<file path="config.mk">
export PLATFORM = sky130hd
export DESIGN_NAME = pedal_override_fault_monitor
export DESIGN_NICKNAME = d
export VERILOG_FILES = /design/src/rtl/pofm_pkg.sv /design/src/rtl/pedal_override_fault_monitor.sv
export SDC_FILE = /design/constraint.sdc
export NUM_CORES = 1
export LEC_CHECK = 0
export BUFFER_PORTS_ARGS = -buffer_cell sky130_fd_sc_hd__clkbuf_2
export CAP_MARGIN = 10
export CELL_PAD_IN_SITES_DETAIL_PLACEMENT = 1
export CELL_PAD_IN_SITES_GLOBAL_PLACEMENT = 2
export CORE_UTILIZATION = 23
export CTS_CLUSTER_SIZE = 8
export DETAILED_ROUTE_END_ITERATION = 12
export GPL_TIMING_DRIVEN = 0
export PLACE_DENSITY = 0.57
export SLEW_MARGIN = 15
export SYNTH_ARGS = -nofsm -noshare
export SYNTH_HDL_FRONTEND = slang
export SYNTH_SLANG_ARGS = --single-unit
</file>
<file path="constraint.sdc">
create_clock -name aclk -period 7.3 [get_ports aclk]
set_input_delay 0 -clock aclk [delete_from_list [all_inputs] [get_ports aclk]]
set_output_delay 0 -clock aclk [all_outputs]
set_load 0.01 [all_outputs]
</file>
<file path="src/rtl/pofm_pkg.sv">
package pofm_pkg;

    typedef logic [1:0]  kind_t;
    typedef logic [2:0]  fault_t;
    typedef logic [10:0] frame_id_t;
    typedef logic [47:0] frame_bytes_t;

    localparam kind_t KIND_FRAME  = 2'd0;
    localparam kind_t KIND_TICK   = 2'd1;
    localparam kind_t KIND_PEDAL  = 2'd2;
    localparam kind_t KIND_BUSERR = 2'd3;

    localparam fault_t FAULT_NONE        = 3'd0;
    localparam fault_t FAULT_CHECKSUM    = 3'd1;
    localparam fault_t FAULT_TX_BUSY     = 3'd2;
    localparam fault_t FAULT_BUS         = 3'd3;
    localparam fault_t FAULT_POWER_UP    = 3'd4;
    localparam fault_t FAULT_NO_COMMAND  = 3'd5;
    localparam fault_t FAULT_BAD_RELEASE = 3'd6;

    localparam logic [1:0] REG_COMMAND_ID    = 2'd0;
    localparam logic [1:0] REG_REPORT_ID     = 2'd1;
    localparam logic [1:0] REG_TIMEOUT_LIMIT = 2'd2;

    localparam frame_id_t  COMMAND_ID_RESET    = 11'h200;
    localparam frame_id_t  REPORT_ID_RESET     = 11'h201;
    localparam logic [7:0] TIMEOUT_LIMIT_RESET = 8'd10;

    // 8-bit wrapping sum of id high bits, id low byte, 5, 1 and bytes 0..4
    function automatic logic [7:0] frame_sum(input frame_bytes_t bytes, input frame_id_t id);
        logic [7:0] s;
        s = {5'd0, id[10:8]} + id[7:0] + 8'd6;
        s = s + bytes[47:40] + bytes[39:32] + bytes[31:24] + bytes[23:16] + bytes[15:8];
        return s;
    endfunction

endpackage

</file>
<file path="src/rtl/pedal_override_fault_monitor.sv">
// Pedal override and fault monitor.
//
// Input channel (s_*): one item per handshake, of kind command frame, timer
// tick, pedal sample pair or bus error. Result channel (m_*): exactly one
// result item per input item, in order: report frame (ticks only), drive
// values after the override rule and the fault code after the item.
//
// An accepted item lands in an input register; once the result register can
// advance, the checksum, fault update and drive selection are done and the
// result register and the state are loaded. Throughput is one item per cycle
// while the receiver does not stall, set by the single state update per item.
//
// Reset clears the state: fault is startup, commands, pedals and the timeout
// counter are zero, and the id and limit registers take their defaults.
// When the receiver stalls, the result register holds, the input register
// fills and s_ready drops; no item is lost. Configuration writes (cfg_we,
// cfg_index, cfg_data) take effect at once and belong to idle periods.
module pedal_override_fault_monitor
    import pofm_pkg::*;
(
    input  logic         aclk,
    input  logic         aresetn,

    input  logic         cfg_we,
    input  logic [1:0]   cfg_index,
    input  logic [10:0]  cfg_data,

    input  logic         s_valid,
    output logic         s_ready,
    input  logic [1:0]   s_kind,
    input  logic [10:0]  s_frame_id,
    input  logic [47:0]  s_frame_bytes,
    input  logic         s_transmitter_free,
    input  logic [11:0]  s_sample_a,
    input  logic [11:0]  s_sample_b,

    output logic         m_valid,
    input  logic         m_ready,
    output logic         m_report_valid,
    output logic [47:0]  m_report_bytes,
    output logic [15:0]  m_drive_a,
    output logic [15:0]  m_drive_b,
    output logic [2:0]   m_fault_code
);

    // configuration
    frame_id_t  command_id_reg;
    frame_id_t  report_id_reg;
    logic [7:0] timeout_limit_reg;

    // input register
    logic         in_valid_reg;
    kind_t        in_kind_reg;
    frame_id_t    in_frame_id_reg;
    frame_bytes_t in_bytes_reg;
    logic         in_txfree_reg;
    logic [11:0]  in_sample_a_reg;
    logic [11:0]  in_sample_b_reg;

    // state
    fault_t      fault_reg,     fault_next;
    logic [15:0] command_a_reg, command_a_next;
    logic [15:0] command_b_reg, command_b_next;
    logic [7:0]  tick_count_reg, tick_count_next;
    logic [11:0] pedal_a_reg,   pedal_a_next;
    logic [11:0] pedal_b_reg,   pedal_b_next;

    // result register
    logic         out_valid_reg;
    logic         out_report_valid_reg, out_report_valid_next;
    frame_bytes_t out_report_bytes_reg, out_report_bytes_next;
    logic [15:0]  out_drive_a_reg,      out_drive_a_next;
    logic [15:0]  out_drive_b_reg,      out_drive_b_next;

    logic         advance;
    logic         take;
    frame_bytes_t report_body;
    logic [15:0]  frame_v0;
    logic [15:0]  frame_v1;

    assign advance = !out_valid_reg || m_ready;
    assign take    = in_valid_reg && advance;
    assign s_ready = !in_valid_reg || advance;

    assign frame_v0 = in_bytes_reg[47:32];
    assign frame_v1 = in_bytes_reg[31:16];

    // report uses the fault held before this tick's updates
    assign report_body = {4'd0, pedal_a_reg[11:8], pedal_a_reg[7:0],
                          4'd0, pedal_b_reg[11:8], pedal_b_reg[7:0],
                          5'd0, fault_reg, 8'd0};

    always_comb begin
        fault_next            = fault_reg;
        command_a_next        = command_a_reg;
        command_b_next        = command_b_reg;
        tick_count_next       = tick_count_reg;
        pedal_a_next          = pedal_a_reg;
        pedal_b_next          = pedal_b_reg;
        out_report_valid_next = 1'b0;
        out_report_bytes_next = '0;

        case (in_kind_reg)
            KIND_FRAME: begin
                if (in_frame_id_reg == command_id_reg) begin
                    if (frame_sum(in_bytes_reg, command_id_reg) == in_bytes_reg[7:0]) begin
                        if (in_bytes_reg[15]) begin
                            command_a_next = frame_v0;
                            command_b_next = frame_v1;
                        end else begin
                            fault_next = (frame_v0 == '0 && frame_v1 == '0) ?
                                         FAULT_NONE : FAULT_BAD_RELEASE;
                            command_a_next = '0;
                            command_b_next = '0;
                        end
                        tick_count_next = '0;
                    end else begin
                        fault_next = FAULT_CHECKSUM;
                    end
                end
            end
            KIND_TICK: begin
                if (in_txfree_reg) begin
                    out_report_valid_next = 1'b1;
                    out_report_bytes_next = {report_body[47:8],
                                             frame_sum(report_body, report_id_reg)};
                end else begin
                    fault_next = FAULT_TX_BUSY;
                end
                if (tick_count_reg >= timeout_limit_reg) begin
                    fault_next = FAULT_NO_COMMAND;
                end else begin
                    tick_count_next = tick_count_reg + 8'd1;
                end
            end
            KIND_PEDAL: begin
                pedal_a_next = in_sample_a_reg;
                pedal_b_next = in_sample_b_reg;
            end
            default: begin
                fault_next = FAULT_BUS;
            end
        endcase

        // override rule on the updated state
        if (fault_next == FAULT_NONE) begin
            out_drive_a_next = (command_a_next > {4'd0, pedal_a_next}) ?
                               command_a_next : {4'd0, pedal_a_next};
            out_drive_b_next = (command_b_next > {4'd0, pedal_b_next}) ?
                               command_b_next : {4'd0, pedal_b_next};
        end else begin
            out_drive_a_next = {4'd0, pedal_a_next};
            out_drive_b_next = {4'd0, pedal_b_next};
        end
    end

    always_ff @(posedge aclk) begin
        if (!aresetn) begin
            command_id_reg    <= COMMAND_ID_RESET;
            report_id_reg     <= REPORT_ID_RESET;
            timeout_limit_reg <= TIMEOUT_LIMIT_RESET;
        end else if (cfg_we) begin
            case (cfg_index)
                REG_COMMAND_ID:    command_id_reg    <= cfg_data;
                REG_REPORT_ID:     report_id_reg     <= cfg_data;
                REG_TIMEOUT_LIMIT: timeout_limit_reg <= cfg_data[7:0];
                default: ;
            endcase
        end
    end

    always_ff @(posedge aclk) begin
        if (!aresetn) begin
            in_valid_reg <= 1'b0;
        end else if (s_ready) begin
            in_valid_reg <= s_valid;
        end
        if (s_ready && s_valid) begin
            in_kind_reg     <= s_kind;
            in_frame_id_reg <= s_frame_id;
            in_bytes_reg    <= s_frame_bytes;
            in_txfree_reg   <= s_transmitter_free;
            in_sample_a_reg <= s_sample_a;
            in_sample_b_reg <= s_sample_b;
        end
    end

    always_ff @(posedge aclk) begin
        if (!aresetn) begin
            fault_reg      <= FAULT_POWER_UP;
            command_a_reg  <= '0;
            command_b_reg  <= '0;
            tick_count_reg <= '0;
            pedal_a_reg    <= '0;
            pedal_b_reg    <= '0;
            out_valid_reg  <= 1'b0;
        end else begin
            if (advance) begin
                out_valid_reg <= in_valid_reg;
            end
            if (take) begin
                fault_reg      <= fault_next;
                command_a_reg  <= command_a_next;
                command_b_reg  <= command_b_next;
                tick_count_reg <= tick_count_next;
                pedal_a_reg    <= pedal_a_next;
                pedal_b_reg    <= pedal_b_next;
            end
        end
        if (take) begin
            out_report_valid_reg <= out_report_valid_next;
            out_report_bytes_reg <= out_report_bytes_next;
            out_drive_a_reg      <= out_drive_a_next;
            out_drive_b_reg      <= out_drive_b_next;
        end
    end

    assign m_valid        = out_valid_reg;
    assign m_report_valid = out_report_valid_reg;
    assign m_report_bytes = out_report_bytes_reg;
    assign m_drive_a      = out_drive_a_reg;
    assign m_drive_b      = out_drive_b_reg;
    assign m_fault_code   = fault_reg;

    // a stalled input item must not touch the state
    assert property (@(posedge aclk) disable iff (!aresetn)
        in_valid_reg && !advance |=> $stable(fault_reg) && $stable(tick_count_reg))
        else $error("state changed while the result register was stalled");

    // reports carry no bytes unless flagged
    assert property (@(posedge aclk) disable iff (!aresetn)
        m_valid && !m_report_valid |-> m_report_bytes == '0)
        else $error("report bytes set without a report");

    // with a fault, drive values are raw 12-bit pedal values
    assert property (@(posedge aclk) disable iff (!aresetn)
        m_valid && m_fault_code != FAULT_NONE |->
            m_drive_a[15:12] == '0 && m_drive_b[15:12] == '0)
        else $error("drive exceeds pedal range while faulted");

    // a report holds 12-bit pedal values and a 3-bit fault code
    assert property (@(posedge aclk) disable iff (!aresetn)
        m_valid && m_report_valid |->
            m_report_bytes[47:44] == '0 && m_report_bytes[31:28] == '0 &&
            m_report_bytes[15:11] == '0)
        else $error("report field out of range");

    // an item leaving the input register always reaches the result register
    assert property (@(posedge aclk) disable iff (!aresetn)
        take |=> out_valid_reg)
        else $error("item dropped between input and result registers");

endmodule
</file>
Word-level counts from Yosys, hierarchy flattened --
Cells that the tools add are included.
Storage, ports and cells: input port bits 104, bits in registers 266, word-level logic and storage cells 97, output and inout bits 86
Cells by class: add/subtract/negate cells 15, $lt $le $gt $ge 3, eq/ne operators 9, reduce and logical (&&, ||, !) cells 20, muxes and demuxes 26
Operator list (count):
- $mux W16 | 8
- $mux W12 | 6
- $add A8 B8 Y8 | 7
- $gt A16 B12 Y1 | 2
- $logic_not A16 Y1 | 2
- $mux W8 | 3
- $mux W3 | 6
- $add A3 B8 Y8 | 2
- $add A8 B3 Y8 const B | 2
- $add A8 B4 Y8 | 2
- $pmux W8 S2 | 1
- $reduce_and A2 Y1 | 6
- $eq A11 B11 Y1 | 1
- $pmux W3 S3 | 1
- $add A8 B1 Y8 const B | 1
- $add A8 B3 Y8 | 1
- $eq A8 B8 Y1 | 1
- $ge A8 B8 Y1 | 1
- $ne A2 B2 Y1 const B | 3
- $reduce_and A5 Y1 | 1
- $eq A2 B1 Y1 const B | 2
- $eq A2 B2 Y1 const B | 2
- $logic_not A2 Y1 | 2
- $logic_and A1 B1 Y1 | 3
- other kinds (5) | 7

Longest topological paths before layout --
Gate-level depths: netlist of the first run.
depth after elaboration 14, mapped depth 28, gate-level depth less buffers 25

Worst setup path before layout of the first run --
Ideal clock, no wire load.
kind register -> register, start point register in_bytes_reg[16], end point register out_drive_a_reg[10] (netlist: m_drive_a[10]), data pin, arrival 5.991 ns, cell stages (with the launch flop) 29, clock period less this slack 6.258 ns, buffers on the path 3, setup time 0.268 ns, required time 7.032 ns, path slack 1.042 ns, cells stage by stage edfxtp_1 -> fa_1 -> fa_1 -> inv_1 -> ha_1 -> or2_2 -> fa_1 -> inv_1 -> fa_1 -> nand2b_1 -> a21oi_1 -> o32ai_1 -> a311oi_1 -> nand4bb_1 -> buf_2 -> clkbuf_1 -> nor2_1 -> a21oi_1 -> inv_1 -> ha_1 -> nor2b_1 -> o21a_1 -> o21ai_0 -> a211oi_1 -> o21ai_0 -> a22oi_1 -> o211ai_2 -> buf_6 -> mux2i_1
Between the ends: word-level cells in the longest chain between the ends 9, elaborated cells on any way between the ends 17, classes of those cells 2 x add/sub; 1 x order compare; 1 x eq/ne; 10 x mux; 3 x reduce/logical
Ends and longest elaborated chain:
- from (decl) | RTL line pedal_override_fault_monitor.sv:55 | frame_bytes_t in_bytes_reg;
- from (signal assigned) | RTL line pedal_override_fault_monitor.sv:181 | in_bytes_reg <= s_frame_bytes;
- $add A8 B8 Y8 (2 in series) | RTL line pofm_pkg.sv:33 | s = s + bytes[47:40] + bytes[39:32] + bytes[31:24] + bytes[23:16] + bytes[15:8];
- $eq A8 B8 Y1 | RTL line pedal_override_fault_monitor.sv:106 | if (frame_sum(in_bytes_reg, command_id_reg) == in_bytes_reg[7:0]) begin
- $mux W16 | RTL line pedal_override_fault_monitor.sv:106
- $mux W16 | RTL line pedal_override_fault_monitor.sv:105 | if (in_frame_id_reg == command_id_reg) begin
- $mux W16 | RTL line pedal_override_fault_monitor.sv:103 | case (in_kind_reg)
- via command_a_next[1] | RTL line pedal_override_fault_monitor.sv:62 | logic [15:0] command_a_reg, command_a_next;
- $gt A16 B12 Y1 | RTL line pedal_override_fault_monitor.sv:147 | out_drive_a_next = (command_a_next > {4'd0, pedal_a_next}) ?
- $mux W12 | RTL line pedal_override_fault_monitor.sv:147
- $mux W12 | RTL line pedal_override_fault_monitor.sv:146 | if (fault_next == FAULT_NONE) begin
- via out_drive_a_next[10] | RTL line pedal_override_fault_monitor.sv:72 | logic [15:0] out_drive_a_reg, out_drive_a_next;
- to (signal assigned) | RTL line pedal_override_fault_monitor.sv:213 | out_drive_a_reg <= out_drive_a_next;
- to (decl) | RTL line pedal_override_fault_monitor.sv:72
The timed path passes the listed nets, and every way through them passes these cells. A chain may end at the register's enable or synchronous reset.

Worst setup path in the final report of the first run --
start point register in_bytes_reg[17], end point register out_drive_a_reg[0] (netlist: m_drive_a[0]), data pin
Same word-level chain as after synthesis.

==> impl_metrics.ini, run 1 <==
[status]
outcome = complete, no violations

[sta]
fmax_mhz = 141
relSlewSlack = 0.330
finalSetupViolations = 0
finalCritPeriodShare = 0.972
setup_ws_ns = 0.208
hold_violations = 0
worst_slew_pin_slew_ns = 1.01
hold_ws_ns = 0.138
slew_viol_final = 0
clock_skew_ns = 0.0312
fin_crit_ns = 7.09

[yosys]
netlist_top_cells_area = edfxtp_1 (36%), dfxtp_1 (15%), fa_1 (7.3%)
yosys.cell_types.count = 58
synthArstFlopShare = 0
post-synth-top-count-cell = edfxtp_1
ys_seq_elements = 253
ys_warn_count = 0
synthCells = 1154
synth_top_area_share = 0.357
ys.flop_type = edfxtp_1
netlist_area_sq_um = 12900
seq_area_frac_synth = 0.511
syn_avg_cell_area_sq_um = 11.2
synth-edff-count = 154
yosys.area.top_type = edfxtp_1
synth_common_cells = edfxtp_1 (154), nor2_1 (133), dfxtp_1 (99)

[cells_and_area]
syn_to_final_growth_pct = 33.3
fin_util = 0.312
stdcell_area_sq_um = 17300
final_nets = 1713
antenna_cells = 0
drive_gt1_frac = 0.187
largest_reg_flops = 48

[critical_path]
critPathMaxStageDelay_ns = 0.55
rrSetupSlack_ns = 0.21
path_class = reg -> reg
start_kind = register
critPathBufInv = 8
setup.worst_path.end_class = register
critPathRequiredTime_ns = 7.63
crit_top_cell = fa_1
rr_startpoint = in_bytes_reg[17]
crit_slowest_cell = fa_1
cp_top_family = adder cells
worstRegToRegCells = 28
crit_arrival_ns = 7.42
crit_fanout = 10
r2r_end = m_drive_a[0]

[drt]
ant_nets = 0
drtPass1Iterations = 4
vias = 9702
finalWirelength_um = 43200
drc = 0
viasPerCell = 4.28
first_iter_violations = 372
wire_per_inst_um = 19.0

[cts]
clk_path_buf_depth = 3
cts_num_sinks = 253
clock_latency_ns = 0.57
cts-root-buf = clkbuf_16
cts-buffers-inserted = 38
h-tree-depth = 2
cts_tree = done
clkTransAtPathRegs_ns = 0.05

[floorplan]
core_sq_um = 55300
die_h_um = 239
fp.dieW_um = 239
die_area_sq_um = 57200
num_rows = 86
io_pins = 190
initial_core_util = 0.234

[global_route]
grt_pass1_vias = 10238
track_usage = 0.153
grt_pass1_wl_um = 64100
antenna_found_initial = 0
grt_max_degree = 62
grt.overflow.total = 0

[job]
max-cap-violations = 0

[worst_hold_path]
hold_depth = 5
hp-start = cfg_index[1]
min_path_type = in -> reg
hold_end = report_id_reg[4]

[place]
place_ws_ns = -0.349
port_buffers = 175
place.gp.congestion = 0.765
place_area_sq_um = 14900
dp_hpwl_um = 33200

[power]
max-vdd-ir-drop_uv = 161
p_per_area_nw_per_um2 = 262
power.leakage_uw = 0.00715
==> per-layer routing <==
layer / share of wire / up-vias / track usage
li1: - / 4690 / -
met1: 0.48 / 4738 / 0.209
met2: 0.45 / 205 / 0.244
met3: 0.042 / 69 / 0.0249
met4: 0.027 / 0 / 0.0505
met5: 0 / - / 0
==> per-stage QoR <==
step                      power (uW)  TNS (ns)  cells
after floorplan                 2480         0   1166
after global placement          2800     -5.17   2089
after detailed placement        2810     -6.19   2091
after CTS                       4580   -0.0102   2263
after global routing            4790   -0.0249   2266
final                           4530         0   2266
==> cells by family (layout without fill, tap and decap cells) <==
family / Yosys count / after routing / share of synthesized area
AOI/OAI and AO/OA: 187 / 187 / 0.0964
xor gates and xnor gates: 54 / 54 / 0.0382
adders and majority gates: 116 / 116 / 0.139
buffers and inverters: 158 / 510 / 0.0521
DFF: 253 / 253 / 0.511
muxes: 64 / 64 / 0.0497
other: 1 / 13 / 0.000290
and+or+nand+nor: 321 / 321 / 0.113
==> tightest hold or removal path, delay by kind of cell <==
family	cells	cell delay, ns
AOI/OAI and AO/OA	1	0.06
buffers and inverters	2	0.33
and+or+nand+nor	2	0.24
==> final cells by class <==
class	instances	area (sq um)
Multi-Input combinational cell	755	5850
Clock buffer	62	1060
Tap cell	748	936
Fill cell	6248	38100
Timing Repair Buffer	287	2020
Inverter	96	360
Sequential cell	253	6610
Buffer	62	348
Clock inverter	3	62.6
==> layout by cell type, fill, tap and decap left out, types with 7 or more instances in the layout <==
cell / instances
clkbuf_2: 175
edfxtp_1: 154
nor2_1: 133
dlygate4sd3_1: 107
dfxtp_1: 99
inv_1: 94
nand2_1: 81
ha_1: 69
a21oi_1: 64
clkbuf_1: 57
a211oi_1: 56
mux2i_1: 52
fa_1: 47
clkbuf_16: 38
xnor2_1: 30
and2_1: 23
xor2_1: 22
nand3_1: 18
buf_4: 18
o21ai_0: 16
nor4_1: 16
a21o_1: 14
conb_1: 13
nand4_1: 10
nand2b_1: 8
o21a_1: 8
nor3_1: 8
a21oi_2: 7
mux2i_2: 7
==> power by group <==
part	switching, uW	internal, uW	leakage [uW]	total [uW]
Sequential	64.7	1600	0.00229	1670
Combinational	653	539	0.00433	1190
Clock	672	993	0.000534	1670
Total	1390	3140	0.00715	4530
==> worst max path at each step <==
stage | start | endpoint | cells after the start
2_1_floorplan | in_bytes_reg[16] | m_drive_a[10] | 28
3_3_place_gp | in_bytes_reg[17] | m_drive_a[10] | 28
3_5_place_dp | in_bytes_reg[17] | m_drive_a[10] | 28
4_1_cts | in_bytes_reg[17] | m_drive_a[6] | 28
5_1_grt | in_bytes_reg[17] | m_drive_a[0] | 28
6_report | in_bytes_reg[17] | m_drive_a[0] | 28
==> what timing repair did <==
action / 4_1_cts / 5_1_grt
buffers inserted: 0 / 3
gates resized for setup: 17 / 24
endpoints found under the setup margin: 24 / 24
pin swaps: 0 / 4
endpoints found under the hold margin: 119 / 0
hold buffers: 107 / 0
No activity file was read; power rests on OpenSTA's default activity.
==> run 2, diff against run 1 <==
CELL_PAD_IN_SITES_DETAIL_PLACEMENT = default   (was 1)
CELL_PAD_IN_SITES_GLOBAL_PLACEMENT = default   (was 2)
PLACE_DENSITY = 0.43   (was 0.57)
==> impl_metrics.ini, run 2 (synthesis results as in run 1) <==
[power]
p_seq_frac = 0.369
p_switching_uw = 1350
power.leakage_uw = 0.00716
clock_power_share = 0.368
totalPowerFinal_uw = 4520
p_int_uw = 3170
combPwrFrac = 0.263
p_per_area_nw_per_um2 = 262
max-vdd-ir-drop_uv = 170
p_sw_frac = 0.299

[floorplan]
die_h_um = 239
initial_core_util = 0.234
io_pins = 190
core_sq_um = 55300
num_rows = 86
fp.dieW_um = 239
die_area_sq_um = 57200

[critical_path]
rrSetupSlack_ns = 0.26
critPathMaxStageDelay_ns = 0.56
path_class = reg -> reg
setup.worst_path.end_class = register
critPathRequiredTime_ns = 7.65
worstRegToRegCells = 26
r2r_end = m_drive_a[3]
rr_startpoint = in_bytes_reg[9]
crit_slowest_cell = fa_1
critPathBufInv = 7
crit_fanout = 10
cp-startpoint = in_bytes_reg[9]
cp_top_family = adder cells
crit_arrival_ns = 7.39
start_kind = register

[cells_and_area]
largest_reg_flops = 48
fin_cells = 2276
syn_to_final_growth_pct = 33.3
multi_input_area_sq_um = 5810
stdcell_area_sq_um = 17200
regArea_sq_um = 6610
fin_util = 0.312
final_cell_mix = clkbuf_2 (175), edfxtp_1 (154), nor2_1 (133)
antenna_cells = 0
final_nets = 1722
n_fill_cell = 5793
drive_gt1_frac = 0.190
final_common_cell = clkbuf_2

[job]
max-cap-violations = 0

[sta]
tns_ns = 0
relSlewSlack = 0.333
finalCritPeriodShare = 0.964
rsz0062_at_grt = false
hold_violations = 0
slew_viol_final = 0
fin_crit_ns = 7.04
clock_skew_ns = 0.0228
fmax_mhz = 142
worst_slew_pin_slew_ns = 0.998
finalSetupViolations = 0

[drt]
wire_per_inst_um = 18.0
drc = 0
first_iter_violations = 481
vias = 9561
ant_nets = 0
viasPerCell = 4.20
drtPass1Iterations = 4
finalWirelength_um = 41000

[global_route]
grt_pass1_wl_um = 60300
track_usage = 0.144
grt_pass1_vias = 9745
grt_max_degree = 52
antenna_found_initial = 0
grt.overflow.total = 0

[place]
dp_hpwl_um = 31500
port_buffers = 175
place_area_sq_um = 14800
numPlacedInstances = 2091
place.gp.congestion = 0.821

[cts]
clk_path_buf_depth = 3
cts_num_sinks = 253
cts-buffers-inserted = 38
cts_tree = done
cts-root-buf = clkbuf_16
clkTransAtPathRegs_ns = 0.05
clock_latency_ns = 0.56
h-tree-depth = 2

[worst_hold_path]
min_path_type = in -> reg
hold_depth = 4
hold_end = command_id_reg[3]
hp-start = cfg_we

[status]
outcome = complete, no violations
[run 2: cell count changes in the layout (fill, tap and decap cells not counted), moves of 2 or more]
cell      previous run  this run
clkinv_8             2         0
a21oi_1             64        66
buf_6                4         6
mux2i_2              7         9
buf_4               18        25
[run 2: routing by layer]
layer / global-route usage / part of all wire / vias up
met5: 0 / 0 / -
met4: 0.0447 / 0.020 / 0
met3: 0.0249 / 0.048 / 52
met2: 0.225 / 0.45 / 245
met1: 0.201 / 0.49 / 4561
li1: - / - / 4703
[run 2: cell type report]
class                   count  share of cell area
repair buffers            296               0.121
multi-input cells         755               0.337
inverters                  96              0.0209
clock inverters             3             0.00102
well taps                 748              0.0543
plain buffers              62              0.0193
flip-flops and latches    253               0.383
clock buffers              63              0.0630
[run 2: timing repair]
action                                 in CTS  in global routing
pin swaps                                   0                  6
hold buffers                              108                  0
resized for setup                           4                 36
cloned                                      0                  2
setup endpoints to repair                  20                 24
endpoints found under the hold margin     119                  0
setup buffers                               0                  9
[run 2: how the worst max path moves through the flow]
stage	endpoint	cells past startpoint
after global placement	m_drive_a[9]	28
final	m_drive_a[3]	26
after floorplan	m_drive_a[10]	28
after detailed placement	m_drive_a[6]	28
after CTS	m_drive_a[8]	28
after global routing	m_drive_a[8]	26
[run 2: stage by stage]
stage	setup WS, ns	hold slack (ns)
finish	0.260	0.0580
global route	0.0103	0.0841
CTS	0.000650	0.0384
detailed placement	-0.164	0.179
global placement	-0.137	0.178
floorplan	1.04	0.0989
[run 2: worst reg2reg max path: stages, from the launching register on]
cell and delay [ns]:
edfxtp_1 0.44, fa_1 0.57, inv_1 0.07, fa_1 0.49, fa_1 0.51, inv_1 0.06, fa_1 0.52, inv_1 0.06
fa_2 0.36, nand2b_1 0.19, a21oi_2 0.19, o32ai_1 0.11, a311oi_2 0.33, nand4bb_1 0.20, buf_4 0.19, clkbuf_4 0.21
nor2_1 0.08, a21oi_1 0.34, inv_1 0.09, ha_1 0.31, nor4_1 0.36, a211oi_1 0.11, o21ai_0 0.17, a22oi_1 0.11
o211ai_2 0.28, buf_6 0.20, mux2i_1 0.30
[run 2: power by group through the flow]
stage	combinational, uW	sequential [uW]	clock [uW]
global placement	1070	1710	0
global route	1340	1680	1770
finish	1190	1670	1660
detailed placement	1080	1700	0
CTS	1140	1670	1710
floorplan	797	1680	0
